<file path="src/hw/rtl/tap_pkg.sv">
// Shared types, constants and helpers for the tensor axis permute addresser.
// Depends on nothing; every other file of the block uses it.
`default_nettype none

package tap_pkg;

  localparam int MAX_DIMS       = 5;
  localparam int INDEX_BITS     = 20;
  localparam int EXTENT_BITS    = 12;
  localparam int ELEM_BITS      = 32;
  localparam int EXT_REG_BITS   = EXTENT_BITS + 1;
  localparam int DIM_BITS       = 3;
  localparam int FIELD_BITS     = 3;
  localparam int CFG_INDEX_BITS = 3;
  localparam int CFG_DATA_BITS  = 15;
  localparam int PROD_BITS      = INDEX_BITS + EXT_REG_BITS;
  localparam int TERM_BITS      = INDEX_BITS + EXTENT_BITS;
  localparam int SUM_BITS       = INDEX_BITS + DIM_BITS;

  typedef logic [DIM_BITS-1:0]     dim_t;
  typedef logic [EXT_REG_BITS-1:0] ext_t;
  typedef logic [EXTENT_BITS-1:0]  sub_t;
  typedef logic [INDEX_BITS-1:0]   idx_t;

  typedef enum logic [CFG_INDEX_BITS-1:0] {
    REG_NUM_DIMS   = 3'd0,
    REG_EXTENT_0   = 3'd1,
    REG_EXTENT_1   = 3'd2,
    REG_EXTENT_2   = 3'd3,
    REG_EXTENT_3   = 3'd4,
    REG_EXTENT_4   = 3'd5,
    REG_AXIS_ORDER = 3'd6
  } reg_index_t;

  // Dimension count and extents are held in their effective (clamped) form.
  typedef struct packed {
    dim_t                    nd;
    ext_t [MAX_DIMS-1:0]     ext;
    dim_t [MAX_DIMS-1:0]     axis;
  } cfg_t;

  // Output strides modulo 2^INDEX_BITS, with a flag for strides that do not fit.
  typedef struct packed {
    idx_t [MAX_DIMS-1:0]     stride;
    logic [MAX_DIMS-1:0]     big;
  } stride_t;

  function automatic dim_t eff_dims(input logic [DIM_BITS-1:0] v);
    dim_t d;
    d = v;
    if (v == '0) d = dim_t'(1);
    if (v > dim_t'(MAX_DIMS)) d = dim_t'(MAX_DIMS);
    return d;
  endfunction

  function automatic ext_t eff_extent(input ext_t v);
    ext_t e;
    e = v;
    if (v == '0) e = ext_t'(1);
    if (v > ext_t'(1 << EXTENT_BITS)) e = ext_t'(1 << EXTENT_BITS);
    return e;
  endfunction

endpackage

`default_nettype wire

</file>
<file path="src/hw/rtl/tap_config.sv">
// Configuration registers and the output stride sequencer of the addresser.
// Depends on tap_pkg.
`default_nettype none

module tap_config (
  input  wire logic                               clk,
  input  wire logic                               rst,
  input  wire logic                               cfg_valid,
  output logic                                    cfg_ready,
  input  wire logic [tap_pkg::CFG_INDEX_BITS-1:0] cfg_index,
  input  wire logic [tap_pkg::CFG_DATA_BITS-1:0]  cfg_data,
  output tap_pkg::cfg_t                           cfg,
  output tap_pkg::stride_t                        strides,
  output logic                                    busy
);

  logic                            wr;
  logic                            seq_active;
  tap_pkg::dim_t                   seq_pos;
  tap_pkg::dim_t                   nxt;
  tap_pkg::ext_t                   seq_ext;
  tap_pkg::idx_t                   cur_stride;
  logic                            cur_big;
  logic [tap_pkg::PROD_BITS-1:0]   prod;

  assign cfg_ready = 1'b1;
  assign wr        = cfg_valid;
  assign busy      = seq_active | wr;

  always_ff @(posedge clk) begin
    if (rst) begin
      cfg.nd <= tap_pkg::dim_t'(1);
      for (int i = 0; i < tap_pkg::MAX_DIMS; i++) begin
        cfg.ext[i]  <= tap_pkg::ext_t'(1);
        cfg.axis[i] <= tap_pkg::dim_t'(i);
      end
    end else if (wr) begin
      case (tap_pkg::reg_index_t'(cfg_index))
        tap_pkg::REG_NUM_DIMS: begin
          cfg.nd <= tap_pkg::eff_dims(cfg_data[tap_pkg::DIM_BITS-1:0]);
        end
        tap_pkg::REG_EXTENT_0: begin
          cfg.ext[0] <= tap_pkg::eff_extent(cfg_data[tap_pkg::EXT_REG_BITS-1:0]);
        end
        tap_pkg::REG_EXTENT_1: begin
          cfg.ext[1] <= tap_pkg::eff_extent(cfg_data[tap_pkg::EXT_REG_BITS-1:0]);
        end
        tap_pkg::REG_EXTENT_2: begin
          cfg.ext[2] <= tap_pkg::eff_extent(cfg_data[tap_pkg::EXT_REG_BITS-1:0]);
        end
        tap_pkg::REG_EXTENT_3: begin
          cfg.ext[3] <= tap_pkg::eff_extent(cfg_data[tap_pkg::EXT_REG_BITS-1:0]);
        end
        tap_pkg::REG_EXTENT_4: begin
          cfg.ext[4] <= tap_pkg::eff_extent(cfg_data[tap_pkg::EXT_REG_BITS-1:0]);
        end
        tap_pkg::REG_AXIS_ORDER: begin
          for (int j = 0; j < tap_pkg::MAX_DIMS; j++) begin
            cfg.axis[j] <= cfg_data[j*tap_pkg::FIELD_BITS +: tap_pkg::FIELD_BITS];
          end
        end
        default: begin
        end
      endcase
    end
  end

  // The stride of output position p is the stride of p+1 times the extent
  // that output position p+1 sees, so the positions are filled innermost first.
  always_comb begin
    nxt        = seq_pos + tap_pkg::dim_t'(1);
    seq_ext    = tap_pkg::ext_t'(1);
    cur_stride = '0;
    cur_big    = 1'b0;
    for (int k = 0; k < tap_pkg::MAX_DIMS; k++) begin
      if (tap_pkg::dim_t'(k) == nxt) begin
        cur_stride = strides.stride[k];
        cur_big    = strides.big[k];
        if (nxt < cfg.nd && cfg.axis[k] < cfg.nd) begin
          for (int a = 0; a < tap_pkg::MAX_DIMS; a++) begin
            if (tap_pkg::dim_t'(a) == cfg.axis[k]) seq_ext = cfg.ext[a];
          end
        end
      end
    end
    prod = tap_pkg::PROD_BITS'(cur_stride) * tap_pkg::PROD_BITS'(seq_ext);
  end

  always_ff @(posedge clk) begin
    if (rst) begin
      seq_active <= 1'b0;
      seq_pos    <= '0;
      for (int i = 0; i < tap_pkg::MAX_DIMS; i++) begin
        strides.stride[i] <= tap_pkg::idx_t'(1);
        strides.big[i]    <= 1'b0;
      end
    end else if (wr) begin
      seq_active <= 1'b1;
      seq_pos    <= tap_pkg::dim_t'(tap_pkg::MAX_DIMS - 1);
    end else if (seq_active) begin
      if (seq_pos == tap_pkg::dim_t'(tap_pkg::MAX_DIMS - 1)) begin
        strides.stride[seq_pos] <= tap_pkg::idx_t'(1);
        strides.big[seq_pos]    <= 1'b0;
      end else begin
        strides.stride[seq_pos] <= prod[tap_pkg::INDEX_BITS-1:0];
        strides.big[seq_pos]    <= cur_big
                                   | (|prod[tap_pkg::PROD_BITS-1:tap_pkg::INDEX_BITS]);
      end
      if (seq_pos == '0) seq_active <= 1'b0;
      seq_pos <= seq_pos - tap_pkg::dim_t'(1);
    end
  end

endmodule

`default_nettype wire

</file>
<file path="src/hw/rtl/tap_counters.sv">
// Subscript counters of the input axes, nested increment and last-word detection.
// Depends on tap_pkg.
`default_nettype none

module tap_counters (
  input  wire logic                         clk,
  input  wire logic                         rst,
  input  wire tap_pkg::cfg_t                cfg,
  input  wire logic                         advance,
  output tap_pkg::sub_t [tap_pkg::MAX_DIMS-1:0] out_sub,
  output logic                              done
);

  tap_pkg::sub_t [tap_pkg::MAX_DIMS-1:0] cnt;
  tap_pkg::sub_t [tap_pkg::MAX_DIMS-1:0] cnt_next;
  tap_pkg::sub_t [tap_pkg::MAX_DIMS-1:0] live;
  logic          [tap_pkg::MAX_DIMS-1:0] last;
  logic                                  carry;

  always_comb begin
    for (int i = 0; i < tap_pkg::MAX_DIMS; i++) begin
      live[i] = (tap_pkg::dim_t'(i) < cfg.nd) ? cnt[i] : '0;
      last[i] = ({1'b0, live[i]} + tap_pkg::ext_t'(1)) >= cfg.ext[i];
    end
    carry = 1'b1;
    for (int i = tap_pkg::MAX_DIMS - 1; i >= 0; i--) begin
      if (tap_pkg::dim_t'(i) < cfg.nd) begin
        if (carry) begin
          cnt_next[i] = last[i] ? '0 : live[i] + tap_pkg::sub_t'(1);
        end else begin
          cnt_next[i] = live[i];
        end
        carry = carry & last[i];
      end else begin
        cnt_next[i] = '0;
      end
    end
    done = carry;
    for (int j = 0; j < tap_pkg::MAX_DIMS; j++) begin
      out_sub[j] = '0;
      if (tap_pkg::dim_t'(j) < cfg.nd && cfg.axis[j] < cfg.nd) begin
        for (int a = 0; a < tap_pkg::MAX_DIMS; a++) begin
          if (tap_pkg::dim_t'(a) == cfg.axis[j]) out_sub[j] = live[a];
        end
      end
    end
  end

  always_ff @(posedge clk) begin
    if (rst) begin
      cnt <= '0;
    end else if (advance) begin
      cnt <= cnt_next;
    end
  end

endmodule

`default_nettype wire

</file>
<file path="src/hw/rtl/tap_index.sv">
// Stride products and their sum, giving the wrapped output index and overflow.
// Depends on tap_pkg.
`default_nettype none

module tap_index (
  input  wire tap_pkg::sub_t [tap_pkg::MAX_DIMS-1:0] out_sub,
  input  wire tap_pkg::stride_t                      strides,
  output tap_pkg::idx_t                              index,
  output logic                                       overflow
);

  logic [tap_pkg::TERM_BITS-1:0] term [tap_pkg::MAX_DIMS];
  logic [tap_pkg::SUM_BITS-1:0]  sum;
  logic                          term_ovf;

  always_comb begin
    sum      = '0;
    term_ovf = 1'b0;
    for (int j = 0; j < tap_pkg::MAX_DIMS; j++) begin
      term[j] = tap_pkg::TERM_BITS'(out_sub[j]) * tap_pkg::TERM_BITS'(strides.stride[j]);
      if ((strides.big[j] && out_sub[j] != '0)
          || (|term[j][tap_pkg::TERM_BITS-1:tap_pkg::INDEX_BITS])) begin
        term_ovf = 1'b1;
      end
      sum = sum + tap_pkg::SUM_BITS'(term[j][tap_pkg::INDEX_BITS-1:0]);
    end
    index    = sum[tap_pkg::INDEX_BITS-1:0];
    overflow = term_ovf | (|sum[tap_pkg::SUM_BITS-1:tap_pkg::INDEX_BITS]);
  end

endmodule

`default_nettype wire

</file>
<file path="src/hw/rtl/tensor_axis_permute_addresser.sv">
// Top level of the tensor axis permute addresser: configuration, counters, index logic and
// the output register. Depends on tap_pkg, tap_config, tap_counters, tap_index.
//
// Usage: the elements of a tensor enter on the input channel (in_valid,
// in_stall, element_bits) one word per cycle in row-major order. For each
// word the output channel (out_valid, out_stall) carries the row-major index
// of that element in the permuted tensor, the element bits, a flag on the
// tensor's last element and a flag when the index wrapped.
// out_valid rises in the cycle after acceptance. Throughput is one word per
// cycle while in_stall is low, set by the single output register, which
// takes a new word in the same cycle the previous one is taken.
// When the receiver stalls, the result word holds and in_stall rises until
// it is taken. The user must write registers through cfg_valid, cfg_ready,
// cfg_index and cfg_data only while the block is idle; the block does not
// enforce it. Each write restarts the stride sequencer; in_stall stays high
// until it ends. Reset clears the counters, loads the register reset values
// (one dimension, unit extents, identity order) and empties the output register.
`default_nettype none

module tensor_axis_permute_addresser (
  input  wire logic                               clk,
  input  wire logic                               rst,
  input  wire logic                               cfg_valid,
  output logic                                    cfg_ready,
  input  wire logic [tap_pkg::CFG_INDEX_BITS-1:0] cfg_index,
  input  wire logic [tap_pkg::CFG_DATA_BITS-1:0]  cfg_data,
  input  wire logic                               in_valid,
  output logic                                    in_stall,
  input  wire logic [tap_pkg::ELEM_BITS-1:0]      element_bits,
  output logic                                    out_valid,
  input  wire logic                               out_stall,
  output logic [tap_pkg::INDEX_BITS-1:0]          out_index,
  output logic [tap_pkg::ELEM_BITS-1:0]           element_out,
  output logic                                    tensor_done,
  output logic                                    index_overflow
);

  tap_pkg::cfg_t                         cfg;
  tap_pkg::stride_t                      strides;
  tap_pkg::sub_t [tap_pkg::MAX_DIMS-1:0] out_sub;
  tap_pkg::idx_t                         index;
  logic                                  busy;
  logic                                  done;
  logic                                  overflow;
  logic                                  accept;
  logic                                  out_valid_next;

  tap_config u_config (
    .clk       (clk),
    .rst       (rst),
    .cfg_valid (cfg_valid),
    .cfg_ready (cfg_ready),
    .cfg_index (cfg_index),
    .cfg_data  (cfg_data),
    .cfg       (cfg),
    .strides   (strides),
    .busy      (busy)
  );

  tap_counters u_counters (
    .clk     (clk),
    .rst     (rst),
    .cfg     (cfg),
    .advance (accept),
    .out_sub (out_sub),
    .done    (done)
  );

  tap_index u_index (
    .out_sub  (out_sub),
    .strides  (strides),
    .index    (index),
    .overflow (overflow)
  );

  assign in_stall       = busy | (out_valid & out_stall);
  assign accept         = in_valid & ~in_stall;
  assign out_valid_next = accept | (out_valid & out_stall);

  always_ff @(posedge clk) begin
    if (rst) begin
      out_valid <= 1'b0;
    end else begin
      out_valid <= out_valid_next;
    end
  end

  always_ff @(posedge clk) begin
    if (accept) begin
      out_index      <= index;
      element_out    <= element_bits;
      tensor_done    <= done;
      index_overflow <= overflow;
    end
  end

endmodule

`default_nettype wire

</file>
<file path="config.mk">
export PLATFORM = sky130hd
export DESIGN_NAME = tensor_axis_permute_addresser
export DESIGN_NICKNAME = d
export VERILOG_FILES = /design/src/hw/rtl/tap_pkg.sv /design/src/hw/rtl/tap_config.sv /design/src/hw/rtl/tap_counters.sv /design/src/hw/rtl/tap_index.sv /design/src/hw/rtl/tensor_axis_permute_addresser.sv
export SDC_FILE = /design/constraint.sdc
export NUM_CORES = 2
export LEC_CHECK = 0
export BUFFER_PORTS_ARGS = -buffer_cell sky130_fd_sc_hd__buf_2
export CORE_MARGIN = 10
export CORE_UTILIZATION = 50
export DETAILED_ROUTE_END_ITERATION = 7
export GPL_TIMING_DRIVEN = 0
export PLACE_DENSITY = 0.65
export REMOVE_ABC_BUFFERS = 1
export SETUP_SLACK_MARGIN = 0.15
export SYNTH_ARGS = -nofsm -noshare
export SYNTH_HDL_FRONTEND = slang
export SYNTH_SLANG_ARGS = --single-unit
</file>
<file path="constraint.sdc">
create_clock -name clk -period 14.46 [get_ports clk]
set_input_delay 1.446 -clock clk [delete_from_list [all_inputs] [get_ports clk]]
set_output_delay 1.446 -clock clk [all_outputs]
set_load 0.05 [all_outputs]
</file>
* Yosys cells after proc, flatten, opt, wreduce, memory -nomap -nowiden
Index checks and enable logic that the tools add are counted.
** Word-level totals
- Register bits after elaboration :: 307
** Operators by class
- $add $sub $neg :: 16
- $mul :: 6
- Order comparisons :: 20
- Equal/unequal tests :: 31
- Mux-type cells :: 120
- Bitwise logic cells :: 18
- Reduce and logical (&&, ||, !) cells :: 53
** Operators with widths (count)
- 2-to-1 mux 12 bit :: 49
- 2-to-1 mux 13 bit :: 37
- multiplier 12 x 20 -> 32 bit :: 5
- 2-to-1 mux 20 bit :: 6
- 2-to-1 mux 105 bit :: 1
- bitwise mux 100 bit :: 1
- AND 95 bit :: 1
- inverter 95 bit :: 1
- adder 23 x 20 -> 23 bit :: 3
- adder 12 x 1 -> 13 bit, second input constant :: 5
- greater-or-equal comparator 13 bit :: 5
- adder 12 x 1 -> 12 bit, second input constant :: 5
- demux 20 bit (select 3 bit) :: 1
- nonzero test 12 bit :: 5
- OR reduction 12 bit :: 5
- == test 2 x 3 -> 1 bit, first input constant :: 12
- multiplier 20 x 13 -> 33 bit :: 1
- zero test 3 bit :: 9
- adder 20 x 20 -> 21 bit :: 1
- 2-to-1 mux 1 bit :: 19
- == test 1 x 3 -> 1 bit, first input constant :: 6
- == test 3 bit, first input constant :: 6
- < comparator 3 bit :: 6
- logical AND 1 bit :: 16
- other kinds (28) :: 58

* Depth between registers and ports, before layout
- Word-level depth :: 41
- Mapped depth :: 58
- Depth with buffers taken out :: 49

* By module
From an unflattened synthesis, not the netlist that was laid out.
** Second synthesis, totals
- Cell total of the unflattened synthesis :: 8584
- Area total of the unflattened synthesis :: 71507.3 um^2
** Modules (own cells, without submodules)
- tap_index :: instances 1, cells each 4923, area an instance 41602.4 um^2
- tap_config :: instances 1, cells each 2656, area an instance 20423.3 um^2
- tap_counters :: instances 1, cells each 945, area an instance 7798.7 um^2
- tensor_axis_permute_addresser :: instances 1, cells each 60, area an instance 1682.9 um^2

* Worst setup path before layout
No wires, ideal clock.
- Kind :: register to register
- Start point :: register u_config.cfg[82] (netlist name)
- End point :: register index_overflow (data pin)
- Arrival time :: 12399 ps
- Path slack :: 1790 ps
- Cell stages (with the launch flop) :: 53
- Buffers on the path :: 8
- Period minus slack after synthesis :: 12670 ps
- Cell sequence :: dfxtp_1 > buf_2 > buf_1 > buf_1 > clkbuf_1 > buf_1 > clkbuf_1 > inv_1 > ha_1 > a21o_1 > a31oi_1 > nand2_1 > a311oi_1 > clkbuf_1 > nand2_1 > fa_1 > inv_1 > fa_1 > [17 not listed] > a21oi_1 > xor2_1 > fa_1 > fa_1 > inv_1 > ha_1 > clkbuf_1 > o21ai_0 > a2bb2oi_1 > o221ai_1 > nor4_1 > nand3_1 > nor4_1 > nand4_1 > nor4_1 > nand3_1 > or4_1 > or4_1
** Between the ends
- Longest elaborated chain between the ends :: 17
** Ends and longest elaborated chain
- parallel branches: the longest is 16 deep, another holds multiplier 12 x 20 -> 32 bit
- OR 1 bit (*) :: RTL line tap_index.sv:28 : overflow = term_ovf | (|sum[tap_pkg::SUM_BITS-1:tap_pkg::INDEX_BITS]);
- net overflow :: RTL line tensor_axis_permute_addresser.sv:44 : logic overflow;
- end signal: assignment :: RTL line tensor_axis_permute_addresser.sv:93 : index_overflow <= overflow;
- end: declaration :: RTL line tensor_axis_permute_addresser.sv:35 : output logic index_overflow
Mark *: on every way through the listed nets, which the timed path passes.
A chain may end at the register's enable or synchronous reset.

* Final worst setup path
- Start point :: register u_config.cfg[3] (netlist name)
- End point :: register index_overflow (data pin)
** Between the ends
- Longest elaborated chain between the ends :: 15
** Ends and longest elaborated chain
- zero test 3 bit :: RTL line tap_counters.sv:43 : if (tap_pkg::dim_t'(a) == cfg.axis[j]) out_sub[j] = live[a];
- 2-to-1 mux 12 bit (5 in a row) :: RTL line tap_counters.sv:43
- 2-to-1 mux 12 bit (*) :: RTL line tap_counters.sv:41 : if (tap_pkg::dim_t'(j) < cfg.nd && cfg.axis[j] < cfg.nd) begin
- parallel branches: the longest is 7 deep, another holds multiplier 12 x 20 -> 32 bit
- OR 1 bit (*) :: RTL line tap_index.sv:28
- net overflow :: RTL line tensor_axis_permute_addresser.sv:44
Marked as above.

==> impl_metrics.tcl <==
set metrics [dict create \
    postCtsHoldBufs 0 \
    vias 63900 \
    holdPathEnd "out_valid" \
    crit_path_max_fanout 29 \
    synth_cells 8741 \
    cp_common_cell "fa_1" \
    routed_wl_um 263000 \
    yosysWarningCount 0 \
    max-vdd-ir-drop_uv 101 \
    drive_gt1_share_pct 5.65 \
    rr_worst_depth 46 \
    internal_power_uw 1610 \
    hold_viol_final 0 \
    ys.flop_type "dfxtp_1" \
    ant_nets 0 \
    r2r_setup_slack_ns 0.69 \
    fin_tns_setup_ns 0 \
    grt_max_degree 133 \
    dpl.hpwl_um 208000 \
    dr_wl_met3_um 24600 \
    violations "max-capacitance violations, max-slew violations" \
    numPortBuffers 110 \
    clockRootBuffer "clkbuf_16" \
    io_pins 112 \
    place.gp.congestion 1.06 \
    async_reset_ff_share_pct 0 \
    synth_top_area_share_pct 32.1 \
    crit_type "register to register" \
    synth_area_leaders "fa_1, ha_1, inv_1" \
    grt_pass1_vias 64300 \
    reg2reg_from "u_config.cfg[3]" \
    rsz0062_at_grt "no" \
    overflow 0 \
    r2r-end "index_overflow" \
    placed_cells 10300 \
    cap_violations 2 \
    via_per_inst 6.16 \
    power_frac_seq_pct 39.7 \
    crit_required_ns 14.77 \
    cp.arrival_ns 14.08 \
    synth_edf_count 54 \
    numCtsBuffers 38 \
    drv_slew 7 \
    grt_pass1_wl_um 398000 \
    path_clk_slew_ns 0.06 \
    avgSynthCellArea_um2 8.14 \
    leakagePower_uw 0.0314 \
    start_kind "register" \
    dieWidth_um 397 \
    critPathSlowestCell "dfxtp_2" \
    finalCritPeriodShare_pct 95.2 \
    first_pass_iters 8 \
    layout_setup_ws_ns 0.693 \
    status "finished, violations left" \
    ys_seq_area_share_pct 9.40 \
    wl_met2_um 117000 \
    cp_slowest_stage_delay_ns 0.81 \
    areaGrowthSynthToFinish_pct 6.06 \
    fmax_ghz 0.0726 \
    p_sw_uw 695 \
    whs_path_depth 2 \
    period_needed_ns 13.77 \
    synth_cell_types 96 \
    ys_ff_latch 307 \
    crit_family "simple AND/OR/NAND/NOR gates" \
    rows 138 \
    maxSlewHeadroom_pct -1.70 \
    die_h_um 397 \
    drt_iter0_drc 7052 \
    wl_per_cell_um 25.3 \
    highest_layer "met5" \
    dpl_cell_area_mm2 0.0738 \
    min_path_type "register to register" \
    p_comb_share_pct 13.6 \
    fin_nets 10200 \
    clk_path_buf_depth 3 \
    worstHoldStart "out_valid" \
    fin_cells 10400 \
    drc_errors 0 \
    cp_num_cells 46 \
    grtUsageTotal_pct 32.8 \
    end_kind "register" \
    final_cell_area_mm2 0.0754 \
    powerDensity_mw_per_mm2 30.5 \
    tritoncts "done" \
    worst-path-buf-inv 7 \
    pwr-share-clk_pct 46.7 \
    yosysTopAreaCell "fa_1" \
    met1_length_um 100000 \
    core_mm2 0.141 \
    start_util_pct 50.3 \
    place_ws_ns -0.279 \
    die-area_mm2 0.158 \
    grt_antenna_before_repair 10 \
    clkSinkCount 307 \
    swShare_pct 30.2 \
    syn-cell-area_mm2 0.0711 \
    cts-htree-levels 2 \
    insertion_delay_ns 0.62 \
    setup_violations 0 \
    worst_pin_slew_ns 1.51 \
    finClkSkew_ns 0.0378 \
]
## state kept, by name (all words and copies together), names as in the netlist
name and cells:
u_config.seq_pos 3, u_config.seq_active 1, out_valid 1, u_config.strides 105, u_counters.cnt 60, element_out 32
out_index 20, tensor_done 1, u_config.cfg 83, index_overflow 1
## cell type report
cell class | instances | area, um2
Multi-Input combinational cell | 6544 | 57800
Fill cell | 13300 | 66000
Clock inverter | 18 | 292
Tap cell | 1890 | 2360
Sequential cell | 307 | 6720
Timing Repair Buffer | 210 | 2090
Clock buffer | 50 | 1090
Inverter | 1356 | 5100
Antenna cell | 3 | 7.51
## placed cells by master, fill, tap and decap left out, drive strengths merged, types with 77 or more instances in the layout
| cell type | instances |
|---|---|
| fa | 1139 |
| a21oi | 429 |
| nand3 | 206 |
| o21ai | 283 |
| nor3 | 96 |
| xnor2 | 95 |
| nor2 | 552 |
| nand2 | 1143 |
| nor2b | 119 |
| dfxtp | 253 |
| nand2b | 84 |
| a22oi | 135 |
| inv | 1355 |
| buf | 209 |
| xor2 | 77 |
| and2 | 610 |
| ha | 559 |
## how the worst max path moves through the flow
stage	from	endpoint	slack [ns]
2_1_floorplan	u_config.cfg[82]	index_overflow	0.83
3_3_place_gp	u_config.cfg[82]	index_overflow	-5.02
3_5_place_dp	u_config.cfg[82]	index_overflow	-0.28
4_1_cts	u_config.cfg[82]	index_overflow	0.32
5_1_grt	u_config.cfg[81]	index_overflow	0.20
6_report	u_config.cfg[3]	index_overflow	0.69
## per-layer routing
metal / track usage, % / vias to the layer above
met5: 0 / -
met4: 20.5 / 4
met3: 5.98 / 817
met2: 51.9 / 3413
met1: 41.4 / 31900
li1: - / 27800
## power groups by stage
stage	clock network, uW	logic, uW	registers (uW)
after floorplan	0	142	944
after global placement	0	272	943
after detailed placement	0	299	932
after CTS	1080	301	913
after global routing	1110	330	915
final	1080	313	914
## stage by stage
step | hold WS (ns) | total power (uW) | util [%]
floorplan | 0.455 | 1090 | -
global placement | 0.459 | 1220 | 50.9
detailed placement | 0.470 | 1230 | 52.2
CTS | 0.479 | 2300 | 53.2
global route | 0.501 | 2360 | 53.3
finish | 0.475 | 2300 | 53.3
## logic make-up (layout without fill, tap and decap cells)
logic type                 after synthesis  in the layout  share of synthesized area, %
other                                    1              4                       0.00527
adders and majority gates             1699           1699                          41.9
muxes                                   86             86                          1.84
DFF                                    307            307                          9.40
and+or+nand+nor                       3083           3083                          20.9
xor gates and xnor gates               173            173                          2.15
buffers and inverters                 1890           1634                          10.0
AOI/OAI and AO/OA                     1502           1502                          13.8
## synth_stat cells (all sizes together) (37+ instances only)
cell type  instances
a21o              54
a21oi            429
a22oi            135
a31oi             49
and2             610
and3              46
buf               57
clkbuf           477
dfxtp            253
edfxtp            54
fa              1139
ha               559
inv             1355
mux2i             43
nand2           1143
nand2b            84
nand3            206
nand4             37
nor2             552
nor2b            119
nor3              96
nor4              43
o211ai            52
o21a              70
o21ai            283
o22ai             48
o31ai             37
or3               40
xnor2             95
xor2              77
## what timing repair did
| item | CTS | global route |
|---|---|---|
| gates resized for setup | 7 | 22 |
| setup endpoints to repair | 1 | 1 |
| pin swaps | 0 | 2 |
| buffers inserted | 0 | 8 |
## worst register-to-register path: cells and delay by family (launching register included)
kind            cells  cell delay (ns)
simple gates       15             4.20
fa+ha+maj           9             4.12
xor+xnor            2             0.51
compound gates     13             2.55
buf+inv             7             1.30
flops               1             0.81
No activity file was read; power rests on OpenSTA's default activity.
